`src/rtl/pct_pkg.sv`:
```
`timescale 1ns / 1ps

package pct_pkg;

	localparam int CoordWidth = 16;
	localparam int NCorners   = 4;
	localparam int NPlanes    = NCorners + 1;
	localparam int EpsQ14     = 164;

	localparam logic [1:0] MODE_CLEAR  = 2'd0;
	localparam logic [1:0] MODE_CORNER = 2'd1;
	localparam logic [1:0] MODE_TEST   = 2'd2;
	localparam logic [1:0] MODE_NOP    = 2'd3;

	typedef logic signed [CoordWidth-1:0] coord_t;
	typedef logic signed [15:0]           nrm_t;
	typedef logic signed [35:0]           raw_t;

	// control that rides with a product through the shared multiplier
	typedef struct packed {
		logic       vld;
		logic       sub;
		logic       first;
		logic       last;
		logic       fin;
		logic [2:0] tag;
	} mac_ctl_t;

	typedef struct packed {
		logic               done;
		logic               fin;
		logic [2:0]         tag;
		logic signed [39:0] sum;
	} mac_res_t;

	typedef enum logic [3:0] {
		S_IDLE,
		S_BASE,
		S_EA,
		S_EB,
		S_CROSS,
		S_CDRAIN,
		S_NORM,
		S_NWAIT,
		S_TEST,
		S_TDRAIN,
		S_THR,
		S_HDRAIN,
		S_DONE
	} seq_state_t;

	typedef enum logic [2:0] {
		N_IDLE,
		N_SHIFT,
		N_SQ,
		N_SQRT,
		N_DSET,
		N_DIV,
		N_DONE
	} norm_state_t;

endpackage

```
`src/rtl/pct_norm.sv`:
```
`timescale 1ns / 1ps

module pct_norm (
	input  logic          clk,
	input  logic          arst_n,
	input  logic          start,
	input  pct_pkg::raw_t vec [3],
	output logic          done,
	output pct_pkg::nrm_t n [3]
);

	pct_pkg::norm_state_t st_q, st_d;
	logic [35:0] a_q [3];
	logic        neg_q [3];
	logic [4:0]  cnt_q;
	logic [1:0]  ci_q;
	logic [45:0] prod_q;
	logic [47:0] s_q;
	logic [25:0] rem_q;
	logic [23:0] root_q;
	logic [37:0] num_q;
	logic [37:0] dsh_q;
	logic [14:0] q_q;
	logic [35:0] o;
	logic [26:0] remn;
	logic [26:0] trial;
	logic        ge_div;
	logic [14:0] qn;

	always_comb begin
		o      = a_q[0] | a_q[1] | a_q[2];
		remn   = {rem_q[24:0], s_q[47:46]};
		trial  = {1'b0, root_q, 2'b01};
		ge_div = num_q >= dsh_q;
		qn     = {q_q[13:0], ge_div};
	end

	// next state
	always_comb begin
		st_d = st_q;
		case (st_q)
			pct_pkg::N_IDLE:  if (start) st_d = pct_pkg::N_SHIFT;
			pct_pkg::N_SHIFT: begin
				if (o == '0) st_d = pct_pkg::N_DONE;
				else if (o[35:23] == '0 && o[22]) st_d = pct_pkg::N_SQ;
			end
			pct_pkg::N_SQ:    if (cnt_q == 5'd3) st_d = pct_pkg::N_SQRT;
			pct_pkg::N_SQRT:  if (cnt_q == 5'd23) st_d = pct_pkg::N_DSET;
			pct_pkg::N_DSET:  st_d = pct_pkg::N_DIV;
			pct_pkg::N_DIV: begin
				if (cnt_q == 5'd14)
					st_d = (ci_q == 2'd2) ? pct_pkg::N_DONE : pct_pkg::N_DSET;
			end
			pct_pkg::N_DONE:  st_d = pct_pkg::N_IDLE;
			default:          st_d = pct_pkg::N_IDLE;
		endcase
	end

	// outputs
	always_comb begin
		done = (st_q == pct_pkg::N_DONE);
	end

	always_ff @(posedge clk or negedge arst_n) begin
		if (!arst_n) st_q <= pct_pkg::N_IDLE;
		else st_q <= st_d;
	end

	always_ff @(posedge clk) begin
		case (st_q)
			pct_pkg::N_IDLE: begin
				for (int i = 0; i < 3; i++) begin
					neg_q[i] <= vec[i][35];
					a_q[i]   <= vec[i][35] ? 36'(-vec[i]) : 36'(vec[i]);
				end
			end
			pct_pkg::N_SHIFT: begin
				cnt_q <= '0;
				s_q   <= '0;
				if (o == '0) begin
					for (int i = 0; i < 3; i++) n[i] <= '0;
				end else if (o[35:23] != '0) begin
					for (int i = 0; i < 3; i++) a_q[i] <= a_q[i] >> 1;
				end else if (!o[22]) begin
					for (int i = 0; i < 3; i++) a_q[i] <= a_q[i] << 1;
				end
			end
			pct_pkg::N_SQ: begin
				if (cnt_q < 5'd3) prod_q <= a_q[cnt_q[1:0]][22:0] * a_q[cnt_q[1:0]][22:0];
				if (cnt_q != 5'd0) s_q <= s_q + {2'b00, prod_q};
				if (cnt_q == 5'd3) begin
					cnt_q  <= '0;
					rem_q  <= '0;
					root_q <= '0;
				end else begin
					cnt_q <= cnt_q + 5'd1;
				end
			end
			pct_pkg::N_SQRT: begin
				// one result bit per cycle, two radicand bits consumed
				if (remn >= trial) begin
					rem_q  <= 26'(remn - trial);
					root_q <= {root_q[22:0], 1'b1};
				end else begin
					rem_q  <= remn[25:0];
					root_q <= {root_q[22:0], 1'b0};
				end
				s_q   <= s_q << 2;
				cnt_q <= cnt_q + 5'd1;
				ci_q  <= '0;
			end
			pct_pkg::N_DSET: begin
				num_q <= {1'b0, a_q[ci_q][22:0], 14'd0} + {14'd0, 1'b0, root_q[23:1]};
				dsh_q <= {root_q, 14'd0};
				q_q   <= '0;
				cnt_q <= '0;
			end
			pct_pkg::N_DIV: begin
				if (ge_div) num_q <= num_q - dsh_q;
				dsh_q <= dsh_q >> 1;
				q_q   <= qn;
				cnt_q <= cnt_q + 5'd1;
				if (cnt_q == 5'd14) begin
					n[ci_q] <= neg_q[ci_q] ? -$signed({1'b0, qn}) : $signed({1'b0, qn});
					ci_q    <= ci_q + 2'd1;
				end
			end
			default: ;
		endcase
	end

endmodule

```
`config.mk`:
```
export PLATFORM = sky130hd
export DESIGN_NAME = pct_norm
export DESIGN_NICKNAME = d
export VERILOG_FILES = /design/src/rtl/pct_pkg.sv /design/src/rtl/pct_norm.sv
export SDC_FILE = /design/constraint.sdc
export NUM_CORES = 2
export LEC_CHECK = 0
export BUFFER_PORTS_ARGS = -buffer_cell sky130_fd_sc_hd__buf_2
export CORE_UTILIZATION = 46
export CTS_CLUSTER_SIZE = 40
export DETAILED_ROUTE_END_ITERATION = 10
export PLACE_DENSITY_LB_ADDON = 0.05
export SYNTH_ARGS = -nofsm -noshare
export SYNTH_HDL_FRONTEND = slang
export SYNTH_SLANG_ARGS = --single-unit
```
`constraint.sdc`:
```
create_clock -name clk -period 25.6 [get_ports clk]
set_input_delay 1.28 -clock clk [delete_from_list [all_inputs] [get_ports clk]]
set_output_delay 1.28 -clock clk [all_outputs]
set_load 0.005 [all_outputs]
```
==> results.json <==
{
  "outcome": "completed",
  "worst_r2r_path_depth": 25,
  "ys.flop_type": "edfxtp_1",
  "p_leak_nw": 20.13,
  "fp.dieW_um": 304.4,
  "synth_top_area_share_pct": 28.41,
  "path_clk_slew_ns": 0.06,
  "drc": 0,
  "crit_arrival_ns": 9.71,
  "ant_nets": 0,
  "end_kind": "flip-flop",
  "antenna_found_initial": 2,
  "rsz0062_at_grt": "no",
  "synth_top_cell_by_area": "edfxtp_1",
  "hp-class": "in -> async",
  "critPathLaunchType": "flip-flop",
  "final_nets": 5427,
  "tritoncts": "yes",
  "post-synth-top-count-cell": "inv_1",
  "first_global_vias": 32140,
  "fin_crit_ns": 9.340,
  "wl_mm": 117.4,
  "tightest_slew_ns": 1.160,
  "num_io_pins": 160,
  "use_met3_pct": 4.764,
  "drive_gt1_share_pct": 6.977,
  "die_area_um2": 92650,
  "crit_path_max_fanout": 23,
  "gr-usage-met2_pct": 37.66,
  "port_buffers": 159,
  "grt.total_usage_pct": 25.28,
  "report.final.slew_viol_count": 0,
  "total_power_w": 0.001465,
  "drtIter0Drc": 2802,
  "clock-sinks": 405,
  "wl_per_cell_um": 20.12,
  "yosys_warnings": 0,
  "core_area_um2": 90290,
  "final_hold_viol_count": 0,
  "fmaxAchievable_mhz": 107.1,
  "grt_pass1_wl_mm": 184.1,
  "cts_buffer_depth": 3,
  "syn_to_final_growth_pct": 8.261,
  "ys_ff_latch": 405,
  "irDropWorstVdd_mv": 0.04439,
  "synthTopCellsByCount": "inv_1, nand2_1, nor2_1",
  "first_pass_iters": 6,
  "dieHeight_um": 304.4,
  "worstSkewPairLatency_ns": 0.64,
  "synth_nets": 5363,
  "async_flop_share_pct": 0.7407,
  "fin_util_pct": 50.44,
  "grt_max_degree": 115,
  "post-cts-setup-buffers": 0,
  "setup_tns_ns": 0,
  "use_met1_pct": 37.81,
  "viasPerCell": 5.567,
  "synth_cell_types": 88,
  "dp_hpwl_mm": 89.33,
  "root_buffer": "clkbuf_16",
  "synth_seq_area_share_pct": 28.78,
  "ys_top_cells_by_area": "edfxtp_1, fa_1, ha_1, inv_1, nand2_1",
  "critPathKind": "reg -> reg",
  "busiest_layer": "met1",
  "synth_edf_count": 398,
  "r2r_slack_ns": 16.26,
  "slew_headroom_pct": 22.66,
  "powerDensity_nw_per_um2": 32.17,
  "fin_hold_ws_ns": 0.4309,
  "initial_utilization_pct": 46.59,
  "cap_violations": 0,
  "cts_resized": 0,
  "numCtsBuffers": 48,
  "place.gp.congestion": 0.8955,
  "grt_overflow": 0,
  "cts_hold_buffers": 0,
  "syn_inst": 4561,
  "syn_area_um2": 42060,
  "finalSetupViolations": 0,
  "finalCritPeriodShare_pct": 36.48,
  "critical_path_required_ns": 25.97,
  "cts_max_level": 2,
  "syn_area_per_cell_um2": 9.222,
  "skew_ns": 0.02686,
  "vias": 32480,
  "num_rows": 110
}
-- cells by family after synthesis --
| logic type | Yosys count | share of synthesized area (%) |
|---|---|---|
| DFF | 405 | 28.78 |
| adders and majority gates | 691 | 27.61 |
| AOI/OAI and AO/OA | 975 | 14.45 |
| muxes | 89 | 2.136 |
| and+or+nand+nor | 1280 | 13.75 |
| buffers and inverters | 855 | 7.734 |
| xor gates and xnor gates | 266 | 5.539 |
-- critical path, stage by stage (launching register included) --
cell	delay (ns)
dfxtp_1	0.31
buf_4	0.35
mux2i_1	0.23
o21a_1	0.76
clkinv_1	0.74
nand2_1	0.34
fa_1	0.47
fa_1	0.52
inv_1	0.05
fa_1	0.46
fa_1	0.53
fa_1	0.44
fa_1	0.55
inv_1	0.05
fa_1	0.52
inv_1	0.04
ha_1	0.40
and3_1	0.23
a31oi_1	0.20
nor2_1	0.08
o31ai_1	0.25
nand3_1	0.25
a2111o_1	0.46
a31oi_1	0.43
nor4_1	0.11
a311o_1	0.28
-- sequential cells by signal, summed over array words and instances (netlist names), named ones only --
register and count:
s_q 48, ci_q 2, root_q 24, rem_q 25, cnt_q 5, num_q 38, n 48, q_q 14
a_q 108, neg_q 3, prod_q 45, dsh_q 38, st_q 3
-- placed cells by master (no fill, tap or decap), types with 17 or more instances in the layout --
cell type  count
a211oi_1      58
a21o_1        75
a21oi_1      261
a31oi_1       23
and3_1        47
buf_2        159
buf_4         45
clkbuf_16     49
edfxtp_1     398
fa_1         395
ha_1         296
inv_1        659
mux2i_1       83
nand2_1      438
nand2b_1      34
nand3_1       54
nand4_1       35
nor2_1       436
nor2b_1       20
nor3_1        44
nor4_1        46
o211ai_1      35
o21a_1        43
o21ai_0      272
o21bai_1      19
o22ai_1       21
o31ai_1       48
o41ai_1       17
or3_1         42
or4_1         19
xnor2_1      129
xor2_1       137
-- per-layer routing --
layer / routed length, µm / share of wire, %
met5: 0 / 0
met4: 2538 / 2.2
met2: 50460 / 43
met1: 56570 / 48
met3: 7811 / 6.7
-- area by class of cell --
class	instances	area, µm²
Fill cell	8570	44750
Multi-Input combinational cell	3301	26830
Sequential cell	405	12110
Inverter	665	2496
Tap cell	1176	1471
Clock buffer	60	1267
Timing Repair Buffer	204	1134
Clock inverter	23	229.0
Antenna cell	1	2.502
-- through the flow --
step           instances  worst slack, ns  instance area, µm²
5_1_grt             5835            15.84               45540
3_3_place_gp        5751            16.55               44040
3_5_place_dp        5751            16.40               44040
4_1_cts             5834            16.31               45530
2_1_floorplan       4561            17.24               42060
6_report            5835            16.26               45540
-- final timing paths --
path,to
setup / recovery,prod_q[40]
hold / removal,st_q[1]
setup reg to reg,prod_q[40]
hold reg to reg,st_q[2]
max in group asynchronous,st_q[0]
min in group clk,st_q[2]
-- where the power goes --
part	internal, W	switching (W)
combinational	0.0000257	0.0000337
sequential	0.000723	0
clock	0.000390	0.000293
Power figures use the tool's default switching activity.
